**config.mk**
```make
export PLATFORM = sky130hd
export DESIGN_NAME = button_debounce_autorepeat
export DESIGN_NICKNAME = d
export VERILOG_FILES = /design/src/hdl/bda_pkg.sv /design/src/hdl/button_debounce_autorepeat.sv /design/src/hdl/bda_cfg_regs.sv /design/src/hdl/bda_step.sv
export SDC_FILE = /design/constraint.sdc
export NUM_CORES = 1
export LEC_CHECK = 0
export ABC_AREA = 1
export ABC_CLOCK_PERIOD_IN_PS = 2540
export BUFFER_PORTS_ARGS = -buffer_cell sky130_fd_sc_hd__clkbuf_2
export CORE_AREA = 2 2 99 148
export CTS_CLUSTER_DIAMETER = 50
export DETAILED_ROUTE_END_ITERATION = 8
export DIE_AREA = 0 0 101 150
export GPL_ROUTABILITY_DRIVEN = 1
export GPL_TIMING_DRIVEN = 0
export PLACE_DENSITY_LB_ADDON = 0.2
export SETUP_SLACK_MARGIN = 0.02
export SYNTH_ARGS = -nofsm -noshare
export SYNTH_HDL_FRONTEND = slang
export SYNTH_SLANG_ARGS = --single-unit
```
**constraint.sdc**
```tcl
create_clock -name clk -period 2.54 [get_ports clk]
set_clock_uncertainty 0.1 [all_clocks]
set_input_delay 0.381 -clock clk [delete_from_list [all_inputs] [get_ports clk]]
set_output_delay 0.381 -clock clk [all_outputs]
set_load 0.01 [all_outputs]
```
**src/hdl/bda_pkg.sv**
```systemverilog
// ----------------------------------------------------------------------------
// bda_pkg: shared types and constants for the button debounce block
// Holds the configuration bundle, its reset values, and the phase, command,
// button and register index codes.
// ----------------------------------------------------------------------------
package bda_pkg;

	localparam int unsigned PeriodWidth  = 16;
	localparam int unsigned DivWidth     = 3;
	localparam int unsigned CountWidth   = 4;
	localparam int unsigned CfgIdxWidth  = 2;
	localparam int unsigned CfgDataWidth = 16;

	typedef struct packed {
		logic [PeriodWidth-1:0] settle_period;
		logic [PeriodWidth-1:0] repeat_period;
		logic [DivWidth-1:0]    repeat_divisor;
		logic [CountWidth-1:0]  count_limit;
	} cfg_t;

	localparam logic [PeriodWidth-1:0] SETTLE_RESET  = 16'd2462;
	localparam logic [PeriodWidth-1:0] REPEAT_RESET  = 16'd1845;
	localparam logic [DivWidth-1:0]    DIVISOR_RESET = 3'd4;
	localparam logic [CountWidth-1:0]  LIMIT_RESET   = 4'd8;

	// Register indexes on the configuration port.
	localparam logic [CfgIdxWidth-1:0] REG_SETTLE  = 2'd0;
	localparam logic [CfgIdxWidth-1:0] REG_REPEAT  = 2'd1;
	localparam logic [CfgIdxWidth-1:0] REG_DIVISOR = 2'd2;
	localparam logic [CfgIdxWidth-1:0] REG_LIMIT   = 2'd3;

	// Phase codes.
	localparam logic [1:0] PH_WAIT  = 2'd0;
	localparam logic [1:0] PH_INIT  = 2'd1;
	localparam logic [1:0] PH_HELD  = 2'd2;
	localparam logic [1:0] PH_FINAL = 2'd3;

	// Command codes.
	localparam logic [1:0] CMD_PRESS = 2'd0;
	localparam logic [1:0] CMD_TICK  = 2'd1;
	localparam logic [1:0] CMD_POLL  = 2'd2;
	localparam logic [1:0] CMD_CLEAR = 2'd3;

	// Button codes.
	localparam logic [1:0] BTN_NONE  = 2'd0;
	localparam logic [1:0] BTN_LEFT  = 2'd1;
	localparam logic [1:0] BTN_RIGHT = 2'd2;

	// Counter advance: wraps to zero from the limit or above.
	function automatic logic [CountWidth-1:0] advance_count(
		input logic [CountWidth-1:0] count,
		input logic [CountWidth-1:0] limit
	);
		logic [CountWidth-1:0] result;
		if (count < limit) begin
			result = count + 1'b1;
		end else begin
			result = '0;
		end
		return result;
	endfunction

endpackage

```
**src/hdl/button_debounce_autorepeat.sv**
```systemverilog
// ----------------------------------------------------------------------------
// button_debounce_autorepeat: two-button debounce and auto-repeat controller
// Top level with the input register, the state update and the result register.
// ----------------------------------------------------------------------------
// Usage:
// Requests arrive on the input channel (in_valid, in_stall) carrying cmd,
// which_button and the two pin levels. Each request produces exactly one
// result on the output channel (out_valid, out_stall) with the counter,
// the phase after the request and the two poll flags.
// A request is captured in an input register; the state update runs once the
// output register is empty or not stalled, and its result is written to the
// output register, where it can be taken when out_stall is low. One request
// is accepted every cycle while the receiver does not stall; the rate is set
// by the state update, which is combinational.
// When the receiver stalls, the output register holds its result and the
// input register keeps one more request; after that in_stall is raised until
// the output drains.
// Configuration registers are written through cfg_we, cfg_index and cfg_data.
// The user must do so only while no request is in flight; nothing checks it.
// Reset clears valid bits and state, loads default periods, divisor, limit.
// ----------------------------------------------------------------------------
module button_debounce_autorepeat (
	input  logic                              clk,
	input  logic                              arst_n,
	input  logic                              in_valid,
	output logic                              in_stall,
	input  logic [1:0]                        cmd,
	input  logic [1:0]                        which_button,
	input  logic                              left_level,
	input  logic                              right_level,
	output logic                              out_valid,
	input  logic                              out_stall,
	output logic [bda_pkg::CountWidth-1:0]    count_value,
	output logic [1:0]                        phase_code,
	output logic                              left_once,
	output logic                              right_once,
	input  logic                              cfg_we,
	input  logic [bda_pkg::CfgIdxWidth-1:0]  cfg_index,
	input  logic [bda_pkg::CfgDataWidth-1:0] cfg_data
);
	import bda_pkg::*;

	cfg_t cfg;

	logic       valid_s1;
	logic [1:0] cmd_s1;
	logic [1:0] which_button_s1;
	logic       left_level_s1;
	logic       right_level_s1;

	logic                  valid_s2;
	logic [CountWidth-1:0] count_value_s2;
	logic [1:0]            phase_code_s2;
	logic                  left_once_s2;
	logic                  right_once_s2;

	logic                  step_en;
	logic                  in_take;
	logic [CountWidth-1:0] count_next;
	logic [1:0]            phase_next;
	logic                  left_once_next;
	logic                  right_once_next;

	assign step_en  = valid_s1 && (!valid_s2 || !out_stall);
	assign in_stall = valid_s1 && !step_en;
	assign in_take  = in_valid && !in_stall;

	bda_cfg_regs u_cfg (
		.clk       (clk),
		.arst_n    (arst_n),
		.cfg_we    (cfg_we),
		.cfg_index (cfg_index),
		.cfg_data  (cfg_data),
		.cfg       (cfg)
	);

	bda_step u_step (
		.clk          (clk),
		.arst_n       (arst_n),
		.step_en      (step_en),
		.cfg          (cfg),
		.cmd          (cmd_s1),
		.which_button (which_button_s1),
		.left_level   (left_level_s1),
		.right_level  (right_level_s1),
		.count_value  (count_next),
		.phase_code   (phase_next),
		.left_once    (left_once_next),
		.right_once   (right_once_next)
	);

	always_ff @(posedge clk or negedge arst_n) begin
		if (!arst_n) begin
			valid_s1 <= 1'b0;
		end else if (in_take) begin
			valid_s1 <= 1'b1;
		end else if (step_en) begin
			valid_s1 <= 1'b0;
		end
	end

	always_ff @(posedge clk) begin
		if (in_take) begin
			cmd_s1          <= cmd;
			which_button_s1 <= which_button;
			left_level_s1   <= left_level;
			right_level_s1  <= right_level;
		end
	end

	always_ff @(posedge clk or negedge arst_n) begin
		if (!arst_n) begin
			valid_s2 <= 1'b0;
		end else if (step_en) begin
			valid_s2 <= 1'b1;
		end else if (!out_stall) begin
			valid_s2 <= 1'b0;
		end
	end

	always_ff @(posedge clk) begin
		if (step_en) begin
			count_value_s2 <= count_next;
			phase_code_s2  <= phase_next;
			left_once_s2   <= left_once_next;
			right_once_s2  <= right_once_next;
		end
	end

	assign out_valid   = valid_s2;
	assign count_value = count_value_s2;
	assign phase_code  = phase_code_s2;
	assign left_once   = left_once_s2;
	assign right_once  = right_once_s2;

endmodule

```
**src/hdl/bda_cfg_regs.sv**
```systemverilog
// ----------------------------------------------------------------------------
// bda_cfg_regs: configuration registers
// Write-only register file for the settle, repeat, divisor and limit values.
// ----------------------------------------------------------------------------
module bda_cfg_regs (
	input  logic                              clk,
	input  logic                              arst_n,
	input  logic                              cfg_we,
	input  logic [bda_pkg::CfgIdxWidth-1:0]  cfg_index,
	input  logic [bda_pkg::CfgDataWidth-1:0] cfg_data,
	output bda_pkg::cfg_t                     cfg
);
	import bda_pkg::*;

	cfg_t cfg_q;

	always_ff @(posedge clk or negedge arst_n) begin
		if (!arst_n) begin
			cfg_q.settle_period  <= SETTLE_RESET;
			cfg_q.repeat_period  <= REPEAT_RESET;
			cfg_q.repeat_divisor <= DIVISOR_RESET;
			cfg_q.count_limit    <= LIMIT_RESET;
		end else if (cfg_we) begin
			unique case (cfg_index)
				REG_SETTLE:  cfg_q.settle_period  <= cfg_data[PeriodWidth-1:0];
				REG_REPEAT:  cfg_q.repeat_period  <= cfg_data[PeriodWidth-1:0];
				REG_DIVISOR: cfg_q.repeat_divisor <= cfg_data[DivWidth-1:0];
				REG_LIMIT:   cfg_q.count_limit    <= cfg_data[CountWidth-1:0];
				default: ;
			endcase
		end
	end

	assign cfg = cfg_q;

endmodule

```
**src/hdl/bda_step.sv**
```systemverilog
// ----------------------------------------------------------------------------
// bda_step: debounce and auto-repeat state update
// Holds the controller state and computes the next state and the result of
// one request in a single pass. State is written when step_en is high.
// ----------------------------------------------------------------------------
module bda_step (
	input  logic                            clk,
	input  logic                            arst_n,
	input  logic                            step_en,
	input  bda_pkg::cfg_t                   cfg,
	input  logic [1:0]                      cmd,
	input  logic [1:0]                      which_button,
	input  logic                            left_level,
	input  logic                            right_level,
	output logic [bda_pkg::CountWidth-1:0]  count_value,
	output logic [1:0]                      phase_code,
	output logic                            left_once,
	output logic                            right_once
);
	import bda_pkg::*;

	logic [1:0]             phase_q;
	logic [1:0]             active_button_q;
	logic [DivWidth-1:0]    held_checks_q;
	logic [CountWidth-1:0]  press_count_q;
	logic                   pending_flag_q;
	logic [PeriodWidth-1:0] tick_countdown_q;

	logic [1:0]             phase_d;
	logic [1:0]             active_button_d;
	logic [DivWidth-1:0]    held_checks_d;
	logic [CountWidth-1:0]  press_count_d;
	logic                   pending_flag_d;
	logic [PeriodWidth-1:0] tick_countdown_d;
	logic                   left_once_d;
	logic                   right_once_d;
	logic                   released;

	assign released = (active_button_q == BTN_RIGHT && right_level) ||
		(active_button_q == BTN_LEFT && left_level);

	always_comb begin
		phase_d          = phase_q;
		active_button_d  = active_button_q;
		held_checks_d    = held_checks_q;
		press_count_d    = press_count_q;
		pending_flag_d   = pending_flag_q;
		tick_countdown_d = tick_countdown_q;
		left_once_d      = 1'b0;
		right_once_d     = 1'b0;
		unique case (cmd)
			CMD_PRESS: begin
				// Presses are ignored outside the waiting phase.
				if (phase_q == PH_WAIT) begin
					if (which_button == BTN_LEFT) begin
						press_count_d   = advance_count(press_count_q, cfg.count_limit);
						active_button_d = BTN_LEFT;
					end else if (which_button == BTN_RIGHT) begin
						active_button_d = BTN_RIGHT;
					end
					tick_countdown_d = cfg.settle_period;
					held_checks_d    = '0;
					phase_d          = PH_INIT;
					pending_flag_d   = 1'b1;
				end
			end
			CMD_TICK: begin
				if (phase_q != PH_WAIT) begin
					if (tick_countdown_q > 16'd1) begin
						tick_countdown_d = tick_countdown_q - 1'b1;
					end else begin
						unique case (phase_q)
							PH_INIT: begin
								tick_countdown_d = cfg.repeat_period;
								phase_d          = PH_HELD;
							end
							PH_HELD: begin
								if (released) begin
									tick_countdown_d = cfg.settle_period;
									phase_d          = PH_FINAL;
								end else begin
									tick_countdown_d = cfg.repeat_period;
									if (held_checks_q == cfg.repeat_divisor) begin
										held_checks_d = '0;
										if (active_button_q == BTN_LEFT) begin
											press_count_d = advance_count(press_count_q,
												cfg.count_limit);
										end else begin
											press_count_d = '0;
										end
									end else begin
										held_checks_d = held_checks_q + 1'b1;
									end
								end
							end
							PH_FINAL: begin
								tick_countdown_d = '0;
								phase_d          = PH_WAIT;
								active_button_d  = BTN_NONE;
							end
							default: ;
						endcase
					end
				end
			end
			CMD_POLL: begin
				// The flag is only cleared when a known button reports it.
				if (pending_flag_q) begin
					if (active_button_q == BTN_LEFT) begin
						left_once_d    = 1'b1;
						pending_flag_d = 1'b0;
					end else if (active_button_q == BTN_RIGHT) begin
						right_once_d   = 1'b1;
						pending_flag_d = 1'b0;
					end
				end
			end
			default: begin
				press_count_d = '0;
			end
		endcase
	end

	always_ff @(posedge clk or negedge arst_n) begin
		if (!arst_n) begin
			phase_q          <= PH_WAIT;
			active_button_q  <= BTN_NONE;
			held_checks_q    <= '0;
			press_count_q    <= '0;
			pending_flag_q   <= 1'b0;
			tick_countdown_q <= '0;
		end else if (step_en) begin
			phase_q          <= phase_d;
			active_button_q  <= active_button_d;
			held_checks_q    <= held_checks_d;
			press_count_q    <= press_count_d;
			pending_flag_q   <= pending_flag_d;
			tick_countdown_q <= tick_countdown_d;
		end
	end

	assign count_value = press_count_d;
	assign phase_code  = phase_d;
	assign left_once   = left_once_d;
	assign right_once  = right_once_d;

	a_state_holds: assert property (@(posedge clk) disable iff (!arst_n)
		!step_en |=> $stable(phase_q) && $stable(press_count_q) && $stable(pending_flag_q))
		else $error("state changed without a request");

	a_one_flag: assert property (@(posedge clk) disable iff (!arst_n)
		!(left_once_d && right_once_d))
		else $error("both one-shot flags reported together");

	a_poll_clears: assert property (@(posedge clk) disable iff (!arst_n)
		step_en && cmd == CMD_POLL && (left_once_d || right_once_d) |=> !pending_flag_q)
		else $error("reported one-shot flag was not cleared");

	a_press_starts: assert property (@(posedge clk) disable iff (!arst_n)
		step_en && cmd == CMD_PRESS && phase_q == PH_WAIT |=>
		phase_q == PH_INIT && pending_flag_q && held_checks_q == '0)
		else $error("press in waiting phase did not start the settle");

	a_wait_forgets: assert property (@(posedge clk) disable iff (!arst_n)
		phase_q == PH_FINAL && phase_d == PH_WAIT && step_en |=>
		active_button_q == BTN_NONE && tick_countdown_q == '0)
		else $error("return to waiting kept the button or countdown");

endmodule

```
==> metrics <==
result of the run=complete, no violations; final-report hold violation count=0; worst rel slew slack=0.609; timing startpoint of the critical path=u_step.phase_q[0]$_DFFE_PN0P_; initial antenna violation count=0; mux cell area share after synthesis=0; fraction of post-synthesis cell area in the top cell type by area=0.279; count of antenna diodes in the layout=0; Synth area leader=sky130_fd_sc_hd__dfrtp_1; Layout Cells excl Fill=828; # placed instances=811; Syn. warnings=0; Worst Tran Pin Value=0.587 ns; arrival time of the worst setup path=2.46 ns; Peak VDD IR=369 µV; flops & latches, synth=83; count of flip-flops with a built-in enable after synthesis=14; setup repair after global routing missed its margin=no; area enclosed by the die boundary=15200 µm²; share of the yosys chip area belonging to registers=0.456; worst hold path class=input pin to register; slowest library cell on the worst path=sky130_fd_sc_hd__dfrtp_1; launch point of the worst hold path=cmd[1]; CP Data Required Time=2.71 ns; fraction of final layout cells sized beyond drive strength 1=0.166; Critical Path, Cell by Cell=inv_1, ha_1, clkbuf_2, o21ai_1, nor2_4, inv_1, nor2_2, buf_6, o211ai_1, nand2_1; Clock Sinks=83; compound-cell area share of the yosys netlist=0.145; clock edge transition at the registers on the reported setup and hold paths=0.07 ns; Chip Height=150 µm; Final period util=0.900; capture instance of the worst register-to-register path=u_step.tick_countdown_q[14]$_DFFE_PN0P_; switching fraction of total power=0.389; buffer type at the clock tree root=sky130_fd_sc_hd__clkbuf_16; Final nets=700; clk buf depth=2; reg2reg path depth=10; DRC violations left=0; most used standard cells in the synthesized netlist=184 x sky130_fd_sc_hd__nand2_1, 68 x sky130_fd_sc_hd__inv_1, 63 x sky130_fd_sc_hd__o21ai_0, 53 x sky130_fd_sc_hd__dfrtp_1, 52 x sky130_fd_sc_hd__nor2_1; Via-to-Cell Ratio=4.93; number of levels in the clock H-tree=3; vias in the first global route=4186; final wirelength=12500 µm; Critical R2R Launch=u_step.phase_q[0]$_DFFE_PN0P_; library cell with the highest instance count after synthesis=sky130_fd_sc_hd__nand2_1; I/O pins=39; clock share of power=0.257; wire length per cell=15.1 µm; utilization after layout=0.393; net count of the mapped netlist=649; Die Wd=101 µm; 1st-iter DRT viols=171; GRT Resource Usage Total=0.176; main combinational cell family by area after synthesis=simple AND/OR/NAND/NOR gates; worst-case register-to-register setup slack=0.25 ns; synthesized cell area=4750 µm²; internal power component=3000 µW; total iterations of the first detailed-routing run=5; Synth Area in XOR/XNOR=0.0166; Synth area leaders=sky130_fd_sc_hd__dfrtp_1 28%, sky130_fd_sc_hd__nand2_1 15%, sky130_fd_sc_hd__dfstp_2 8.9%, sky130_fd_sc_hd__edfxtp_1 8.9%, sky130_fd_sc_hd__o21ai_0 6.6%; first-pass GRT wire length=20500 µm; clock tree from TritonCTS=yes; maximum clock frequency=437 MHz; vias after detailed routing=4083; total congestion overflow=0; share of async-settable or async-resettable flops after synthesis=0.831; Worst Path Class, Setup=register to register; PwrDens=898 nW/µm²; clock period minus final worst setup slack=2.29 ns; Max FO, Critical Path=10; worst hold path depth=1; Synth Flop Type=sky130_fd_sc_hd__dfrtp_1; Slew Viols, Final=0; Clock Latency Late Sink=0.34 ns; count of unique library cells instantiated by Yosys=41; standard cell core area=13900 µm²; average cell area after synthesis=7.82 µm²; Psw=1910 µW; final estimated routing congestion in global placement=0.891; remaining antenna violation count after routing=0; initial core utilization=0.341; number of cells produced by synthesis=607; critical path's most frequent cell=sky130_fd_sc_hd__inv_1; P_leak=0.00264 µW; Area Growth Syn to Fin=15.1%; Hold Path Sink=cmd_s1[1]$_DFFE_PP_; adder-cell share of the synthesized area=0.0343; kind of capture point of the worst setup path=register; overall power=4910 µW; DP Wirelength=9700 µm; Final Setup Violations=0; largest net degree at the start of global routing=39; Reg power frac=0.411; Synth Area in Simple Gates=0.271; setup total negative slack=0 ns; CTS Buf Count=9; Crit path largest cell delay=0.42 ns; number of buffers inserted by port buffering=38; Comb pwr share=0.332; max capacitance violation total=0; cell row count=53; Worst Setup Start Kind=register
[stage by stage]
step | setup WS [ns] | hold slack [ns] | instance area, µm²
3_3_place_gp | 0.261 | 0.370 | 5140
4_1_cts | 0.222 | 0.104 | 5460
3_5_place_dp | 0.244 | 0.321 | 5170
2_1_floorplan | 0.616 | -0.0146 | 4750
5_1_grt | 0.0768 | 0.102 | 5470
6_report | 0.254 | 0.120 | 5470
[power groups by stage]
stage	logic (µW)	clock network, µW	registers [µW]
CTS	1630	1300	2020
global placement	1590	0	2030
finish	1630	1260	2020
global route	1870	1350	2060
floorplan	1210	0	1950
detailed placement	1620	0	2040
[cell families (layout without fill, tap and decap cells)]
kind of cell,Yosys count,after routing
adders and majority gates,13,13
buffers and inverters,90,146
DFF,83,83
and+or+nand+nor,294,294
AOI/OAI and AO/OA,118,118
xor gates and xnor gates,9,9
[worst max-delay path by stage]
stage	to	slack, ns
floorplan	u_step.tick_countdown_q[5]$_DFFE_PN0P_	0.62
global route	u_step.tick_countdown_q[2]$_DFFE_PN0P_	0.08
finish	u_step.tick_countdown_q[14]$_DFFE_PN0P_	0.25
global placement	u_step.tick_countdown_q[15]$_DFFE_PN0P_	0.26
detailed placement	u_step.tick_countdown_q[15]$_DFFE_PN0P_	0.24
CTS	u_step.tick_countdown_q[2]$_DFFE_PN0P_	0.22
[cell usage in the layout (no fill, tap or decap), types with 3 or more instances in the layout]
cell | netlist | routed
sky130_fd_sc_hd__clkbuf_1 | 7 | 7
sky130_fd_sc_hd__inv_2 | 5 | 5
sky130_fd_sc_hd__o21ai_1 | 11 | 12
sky130_fd_sc_hd__nand4_1 | 5 | 5
sky130_fd_sc_hd__clkbuf_16 | 0 | 9
sky130_fd_sc_hd__nor2_1 | 52 | 52
sky130_fd_sc_hd__o22ai_1 | 3 | 3
sky130_fd_sc_hd__nand2_2 | 3 | 3
sky130_fd_sc_hd__buf_6 | 3 | 3
sky130_fd_sc_hd__nand3_1 | 33 | 33
sky130_fd_sc_hd__xnor2_1 | 3 | 3
sky130_fd_sc_hd__edfxtp_1 | 14 | 14
sky130_fd_sc_hd__ha_1 | 13 | 12
sky130_fd_sc_hd__xor2_1 | 6 | 6
sky130_fd_sc_hd__inv_1 | 68 | 68
sky130_fd_sc_hd__o211ai_1 | 6 | 6
sky130_fd_sc_hd__a21oi_1 | 14 | 14
sky130_fd_sc_hd__dfrtp_1 | 53 | 53
sky130_fd_sc_hd__a31oi_1 | 6 | 6
sky130_fd_sc_hd__o21ai_0 | 63 | 62
sky130_fd_sc_hd__nand3_2 | 3 | 3
sky130_fd_sc_hd__o21ai_2 | 4 | 4
sky130_fd_sc_hd__nand2_1 | 184 | 184
sky130_fd_sc_hd__dfstp_2 | 16 | 16
sky130_fd_sc_hd__o31ai_1 | 3 | 3
sky130_fd_sc_hd__nor2_4 | 6 | 6
sky130_fd_sc_hd__clkbuf_2 | 1 | 38
sky130_fd_sc_hd__buf_2 | 4 | 4
[layer usage]
layer / vias up / GRT usage / routed length [µm]
met1: 1937 / 0.186 / 4930
met2: 60 / 0.343 / 7080
met3: 18 / 0.0271 / 209
met4: 0 / 0.0615 / 268
li1: 2068 / - / -
met5: - / 0 / 0
[flip-flops by register name, indices dropped and copies added (netlist names), 2 cells and up]
name                     cells
u_cfg.cfg                   39
u_step.tick_countdown_q     16
count_value                  4
u_step.press_count_q         4
u_step.held_checks_q         3
cmd_s1                       2
phase_code                   2
u_step.active_button_q       2
u_step.phase_q               2
which_button_s1              2
[critical path: cells and delay by family, from the launching register on]
| kind | cells | cell delay [ns] |
|---|---|---|
| DFF | 1 | 0.42 |
| AOI/OAI and AO/OA | 2 | 0.31 |
| and+or+nand+nor | 3 | 0.53 |
| adders and majority gates | 1 | 0.16 |
| buffers and inverters | 4 | 0.69 |
[final cells by class]
type                            count  area, µm²
Multi-Input combinational cell    434       2220
Inverter                           74        278
Fill cell                        1445       8460
Timing Repair Buffer               40        223
Clock buffer                       11        253
Clock inverter                      5       33.8
Sequential cell                    83       2170
Buffer                             16       88.8
Tap cell                          165        206
[timing repair]
action                     4_1_cts  5_1_grt
setup endpoints to repair        0        4
hold buffers                     1        0
setup buffers                    0        0
hold endpoints to repair        23        0
gates resized for setup          0        2
Power figures use the tool's default switching activity.
